File: src/hdl/eer_pkg.sv
// Package: shared types, constants and elaboration-time CORDIC tables.
`timescale 1ns / 1ps
`default_nettype none
package eer_pkg;

  localparam int ANGLE_BITS = 32;
  localparam int CORDIC_STAGES_DEF = 30;
  localparam int FRAC = 30;
  localparam int ZW = 64;
  localparam int CW = 34;
  localparam int AW = 36;
  localparam int OBL_BITS = 31;
  localparam int SH = 62 - ANGLE_BITS;
  localparam int SQ_STEPS = FRAC + 1;
  localparam int NW = 2 * FRAC + 1;
  localparam int RW = 2 * FRAC + 2;

  localparam logic signed [ZW-1:0] HALF_TURN = 64'sd1 <<< 61;
  localparam logic signed [ZW-1:0] QUARTER_TURN = 64'sd1 <<< 60;
  localparam logic signed [ZW-1:0] ONE = 64'sd1 <<< FRAC;
  localparam logic [OBL_BITS-1:0] OBL_RESET = 31'd279636000;
  localparam logic REG_OBLIQUITY = 1'b0;
  localparam logic [63:0] THIRD_Q61 = (64'd1 << 61) / 64'd3;

  typedef struct packed {
    logic                         func;
    logic signed [ANGLE_BITS-1:0] angle_lon;
    logic signed [ANGLE_BITS-1:0] angle_lat;
  } in_item_t;

  typedef struct packed {
    logic signed [ANGLE_BITS-1:0] out_lon;
    logic signed [ANGLE_BITS-1:0] out_lat;
    logic                         clipped;
  } out_item_t;

  // unsigned 64-bit quotient by shift and subtract; d is never zero here
  function automatic logic [63:0] udiv64(logic [63:0] n, logic [63:0] d);
    logic [64:0] rem;
    logic [63:0] q;
    rem = '0;
    q = '0;
    for (int b = 63; b >= 0; b--) begin
      rem = {rem[63:0], n[b]};
      if (rem >= {1'b0, d}) begin
        rem = rem - {1'b0, d};
        q[b] = 1'b1;
      end
    end
    return q;
  endfunction

  // arctan power series, Q61; sq = 1/x^2, zero means a single term
  function automatic logic [63:0] atan_series(logic [63:0] x, logic [63:0] sq);
    logic [63:0] sum;
    logic [63:0] p;
    logic [63:0] k;
    logic done;
    sum = 64'd0;
    p = x;
    k = 64'd0;
    done = 1'b0;
    for (int n = 0; n < 64; n++) begin
      if (!done) begin
        if (k[0]) sum = sum - udiv64(p, 2 * k + 64'd1);
        else sum = sum + udiv64(p, 2 * k + 64'd1);
        if (sq == 64'd0) begin
          done = 1'b1;
        end else begin
          p = udiv64(p, sq);
          k = k + 64'd1;
          if (p == 64'd0) done = 1'b1;
        end
      end
    end
    return sum;
  endfunction

  // round(atan(2^-i) * 2^61 / pi)
  function automatic logic [63:0] atan_entry(int i);
    logic [63:0] pi_q;
    logic [63:0] r;
    logic [63:0] q;
    logic [63:0] sq;
    pi_q = 64'd4 * (atan_series(64'd1 << 60, 64'd4) +
                    atan_series(THIRD_Q61, 64'd9));
    if (i == 0) return 64'd1 << 59;
    sq = (2 * i < 64) ? (64'd1 << (2 * i)) : 64'd0;
    r = atan_series(64'd1 << (61 - i), sq);
    q = 64'd0;
    for (int b = 0; b < 61; b++) begin
      r = r << 1;
      q = q << 1;
      if (r >= pi_q) begin
        r = r - pi_q;
        q = q | 64'd1;
      end
    end
    if ((r << 1) >= pi_q) q = q + 64'd1;
    return q;
  endfunction

  // inverse CORDIC gain, Q30
  function automatic logic [CW-1:0] kinv_calc(int stages);
    logic signed [63:0] x;
    logic signed [63:0] y;
    logic signed [63:0] z;
    logic signed [63:0] xs;
    logic signed [63:0] ys;
    logic [63:0] ux;
    x = 64'sd1 <<< FRAC;
    y = 64'sd0;
    z = 64'sd0;
    for (int i = 0; i < stages; i++) begin
      xs = x >>> i;
      ys = y >>> i;
      if (z >= 0) begin
        x = x - ys;
        y = y + xs;
        z = z - signed'(atan_entry(i));
      end else begin
        x = x + ys;
        y = y - xs;
        z = z + signed'(atan_entry(i));
      end
    end
    ux = unsigned'(x);
    return CW'(udiv64((64'd1 << 60) + (ux >> 1), ux));
  endfunction

endpackage
`default_nettype wire

File: src/hdl/eer_isqrt.sv
// Pipelined integer square root, two radicand bits per stage.
`timescale 1ns / 1ps
`default_nettype none
module eer_isqrt import eer_pkg::*; (
  input  logic          clk,
  input  logic [NW-1:0] rad,
  output logic [FRAC:0] root
);

  logic [RW-1:0] n_r   [SQ_STEPS];
  logic [RW-1:0] res_r [SQ_STEPS];

  for (genvar j = 0; j < SQ_STEPS; j++) begin : g_step
    localparam logic [RW-1:0] BIT = RW'(1) << (2 * FRAC - 2 * j);
    logic [RW-1:0] n_in;
    logic [RW-1:0] res_in;
    if (j == 0) begin : g_first
      assign n_in   = RW'(rad);
      assign res_in = '0;
    end else begin : g_next
      assign n_in   = n_r[j-1];
      assign res_in = res_r[j-1];
    end
    always_ff @(posedge clk) begin
      if (n_in >= res_in + BIT) begin
        n_r[j]   <= n_in - (res_in + BIT);
        res_r[j] <= (res_in >> 1) + BIT;
      end else begin
        n_r[j]   <= n_in;
        res_r[j] <= res_in >> 1;
      end
    end
  end

  assign root = res_r[SQ_STEPS-1][FRAC:0];

endmodule
`default_nettype wire

File: config.mk
export PLATFORM = sky130hd
export DESIGN_NAME = eer_isqrt
export DESIGN_NICKNAME = d
export VERILOG_FILES = /design/src/hdl/eer_pkg.sv /design/src/hdl/eer_isqrt.sv
export SDC_FILE = /design/constraint.sdc
export NUM_CORES = 2
export LEC_CHECK = 0
export BUFFER_PORTS_ARGS = -buffer_cell sky130_fd_sc_hd__buf_2
export CORE_UTILIZATION = 45
export DETAILED_ROUTE_END_ITERATION = 8
export HOLD_SLACK_MARGIN = 0.05
export PLACE_DENSITY = 0.72
export SETUP_SLACK_MARGIN = 0.05
export SYNTH_ARGS = -nofsm -noshare
export SYNTH_HDL_FRONTEND = slang
export SYNTH_SLANG_ARGS = --single-unit
export TNS_END_PERCENT = 1
File: constraint.sdc
create_clock -name clk -period 5.3 [get_ports clk]
set_clock_uncertainty 0.1 [all_clocks]
set_input_delay 0 -clock clk [delete_from_list [all_inputs] [get_ports clk]]
set_output_delay 0 -clock clk [all_outputs]
set_load 0.01 [all_outputs]
# After elaboration in Yosys (flattened, before gate mapping)
# Memories as Yosys holds them, arrays and structs flattened.
# Index checks and enable logic that the tools add are counted.
classes:
  order_cmp: 31
  n_mux: 155
  bitwise_logic: 62
  addsub: 91
ops:
  columns: ["cell", "count"]
  rows:
  - ["$mux W62", 62]
  - ["$ge A62 B62 Y1", 30]
  - ["$sub A62 B62 Y62", 30]
  - ["$mux W1", 93]
  - ["$add A61 B1 Y62 const B", 1]
  - ["$add A61 B11 Y62 const B", 1]
  - ["$add A61 B13 Y62 const B", 1]
  - ["$add A61 B15 Y62 const B", 1]
  - ["$add A61 B17 Y62 const B", 1]
  - ["$add A61 B19 Y62 const B", 1]
  - ["$add A61 B21 Y62 const B", 1]
  - ["$add A61 B23 Y62 const B", 1]
  - ["$add A61 B25 Y62 const B", 1]
  - ["$add A61 B27 Y62 const B", 1]
  - ["$add A61 B29 Y62 const B", 1]
  - ["$add A61 B3 Y62 const B", 1]
  - ["$add A61 B31 Y62 const B", 1]
  - ["$add A61 B33 Y62 const B", 1]
  - ["$add A61 B35 Y62 const B", 1]
  - ["$add A61 B37 Y62 const B", 1]
  - ["$add A61 B39 Y62 const B", 1]
  - ["$add A61 B41 Y62 const B", 1]
  - ["$add A61 B43 Y62 const B", 1]
  - ["$add A61 B45 Y62 const B", 1]
  - ["43 further kinds", 104]
word_totals:
  in_bits: 62
  output_inout_bits: 31
  elab_cells: 341
  ff_bits: 0
  ramBits: 3844
  mem_count: 2
mem_list:
  columns: ["name", "words", "word_bits", "read_ports", "rd_ports_with_merged_regs", "wr", "line_no", "rtl"]
  rows:
  - ["n_r", 31, 62, 30, 0, 31, "eer_isqrt.sv:10", "logic [RW-1:0] n_r [SQ_STEPS];"]
  - ["res_r", 31, 62, 31, 0, 31, "eer_isqrt.sv:11", "logic [RW-1:0] res_r [SQ_STEPS];"]

# Logic depth before layout (Yosys ltp)
# An unclocked memory read counts as a cell.
logic_depth:
  word_depth: 6
  depth_mapped: 15
  ltp_nobuf: 12

# Worst setup path after synthesis
# Ideal clock, no wire load.
synth_timing:
  path_type: "register -> register"
  startpoint: "memory n_r[1][732] (netlist bit)"
  endpoint: "memory n_r[1][793] (netlist bit)"
  period_less_slack_ns: 3.649
  n_path_buf: 0
  t_required_ns: 5.081
  path_slack_ns: 1.651
  arrival_ns: 3.430
  stages_incl_launch_ff: 10
  setup_time_ns: 0.119
  path_cell_list: "dfxtp_1 or4_4 or3_4 or4_4 or4_4 o31ai_2 and2_4 a21oi_4 or4_1 xnor2_1"
synth_lines:
  columns: ["element", "line_no"]
  rows:
  - ["start, declared", "eer_isqrt.sv:10"]

==> reports/qor.yml <==
synth_area_leaders: "dfxtp_1, ha_1, xnor2_1, xor2_1, a21oi_1"
ff_latch_area_mm2: 0.04717
drt_wl_total_um: 251900
synth_most_common_cell: "dfxtp_1"
synth_area_leader_cell: "dfxtp_1"
clock-root-buffer: "clkbuf_16"
power_density_mw_per_mm2: 544.2
fmax_ghz: 0.2350
clkLatencyLatePin_ns: 0.87
io_buffers: 92
fin_util_pct: 51.84
syn2layout_area_growth_pct: 14.22
rsz0062_at_grt: "false"
status: "complete, no violations"
yosysSeqAreaShare_pct: 52.59
period_minus_slack_ns: 4.256
drc: 0
leakage_nw: 46.61
die_area_mm2: 0.2011
final_antenna_net_count: 0
ys_types: 90
grt_max_degree: 53
setup_tns_ns: 0
placed_area_mm2: 0.09319
max_slew_margin_pct: 11.38
antenna_found_initial: 14
cp-start-kind: "flop"
dieWidth_um: 448.4
fillers: 17150
drv_slew: 0
tightest_slew_ns: 1.318
max_cap_violations: 0
final_nets: 9889
fin_area_mm2: 0.1024
synthesis.area_mm2: 0.08968
final_layout_size_suffix_gt1_share_pct: 7.342
postSynthAreaPerCell_um2: 9.950
ioPinCount: 93
synth_top_flop_cell: "dfxtp_1"
grt_pass1_vias: 66490
cp.required_ns: 5.91
cts_setup_buffers: 0
numClockSinks: 2356
setup_viol: 0
hp-class: "primary input to flop"
finalHoldViolCount: 0
rows: 163
htreeDepth: 4
critPathKind: "flop to flop"
grt_overflow: 0
grt_use_total_pct: 24.64
cts_tree: "done"
ys_top_cells_by_count: "dfxtp_1, inv_1, nor2_1"
dr_total_vias: 66530
clk_path_buf_depth: 3
async_flop_share_pct: 0
viasPerCell: 5.480
gp_congestion: 0.9762
fin_crit_sh_pct: 80.30
start_util_pct: 45.38
grt_pass1_wl_um: 383200
synth_top_cell_area_share_pct: 52.59
synth_warnings: 0
cts_buffers: 216
clk_pin_slew_ns: 0.07
die_h_um: 448.4
first_iter_violations: 4754
firstDrtPassIters: 9
wl_per_cell_um: 20.75
arrival_ns: 4.86
multiInputGateArea_mm2: 0.03954
hpwl_um: 192300
peakVddDrop_mv: 0.4347
crit_fanout: 37
end_kind: "flop"
cts_resized: 0
ys_ff_latch: 2356
core-area_mm2: 0.1976
preCtsSetupSlack_ns: 1.149
fin_ws_ns: 1.044
synth_cells: 9013
synth-edff-count: 0
==> power breakdown <==
group	internal [mW]	leakage [nW]	switching [mW]
clock network	9.84	3.84	7.15
registers	21.6	19.7	4.11
logic	5.66	23.0	7.39
total	37.1	46.6	18.7
==> routing by layer <==
metal,vias up,share of wire (%),GRT usage (%)
met3,731,4.9,4.015
met2,2030,49,43.60
li1,32110,-,-
met4,12,8.0,17.63
met5,-,0.030,0
met1,31640,38,26.64
==> flip-flops by register name, indices dropped and copies added (netlist names) <==
signal / cells
n_r: 1860
res_r: 496
==> logic make-up after synthesis <==
family	share of synthesized area [%]
AO/OA/AOI/OAI	12.04
XOR/XNOR	8.008
adder cells (fa/ha/maj)	7.297
buffers and inverters	3.453
flip-flops	52.59
multiplexers	0.9878
other	0.004181
AND/OR/NAND/NOR	15.62
==> repair_timing <==
action,CTS,global route
endpoints found under the setup margin,0,0
hold buffers,122,0
endpoints found under the hold margin,61,0
==> metrics by stage <==
| stage | std cells | power [mW] | hold slack (ns) |
|---|---|---|---|
| 6_report | 12140 | 55.74 | 0.1919 |
| 2_1_floorplan | 9014 | 33.72 | -0.07228 |
| 5_1_grt | 12140 | 58.33 | 0.1626 |
| 4_1_cts | 12130 | 55.67 | 0.1188 |
| 3_5_place_dp | 11600 | 38.70 | 0.003982 |
| 3_3_place_gp | 11600 | 38.48 | 0.002931 |
==> worst max-delay path: stages, from the launching register on <==
cell and delay (ns):
dfxtp_1 0.37, or4_1 0.60, nor4_1 0.31, nand2b_1 0.14, or2_2 0.32, or3_1 0.39
or3_1 0.39, o2111a_1 0.12, buf_4 0.22, inv_1 0.30, buf_4 0.43, o2111ai_1 0.21
xnor2_1 0.25
==> cell usage in the layout, fill, tap and decap left out, types with 27 or more instances in the layout <==
cell type      instances
dfxtp_1             2356
inv_1                637
nor2_1               583
a21oi_1              562
nand2_1              541
ha_1                 523
xnor2_1              435
xor2_1               385
o21ai_0              383
nor4_1               314
nor3_1               269
a21o_1               244
clkbuf_16            216
nand3_1              172
nand4_1              141
dlygate4sd3_1        122
o21a_1               105
or3_1                 95
buf_2                 92
nand2b_1              88
mux2_2                68
nor2b_1               66
and3_1                59
or4_1                 59
nor4b_1               56
a211oi_1              49
a31oi_1               48
or2_2                 48
buf_4                 44
nand3b_1              39
clkinv_2              38
o21bai_1              37
o211ai_1              36
o31ai_1               36
bufinv_16             36
and2_1                34
clkbuf_8              33
nand4b_1              27
==> final cells by class <==
cell class | count | area share, %
sequential | 2356 | 46.04
multi-input combinational | 5834 | 38.60
clock buffer | 273 | 5.808
tap | 2640 | 3.225
inverter | 638 | 2.338
clock inverter | 134 | 2.008
timing repair buffer | 258 | 1.964
antenna | 7 | 0.01710
==> path summary, 6_finish.rpt <==
| check | start | endpoint | slack (ns) | cells after the start |
|---|---|---|---|---|
| worst max-delay path | n_r[1][352] | n_r[1][427] | 1.04 | 12 |
| worst max register to register | n_r[1][352] | n_r[1][427] | 1.04 | 12 |
| worst min register to register | res_r[3][265] | res_r[3][326] | 0.21 | 0 |
| worst min-delay path | rad[58] | n_r[0][58] | 0.19 | 3 |
Note: power is estimated with default switching activity, not from simulation.
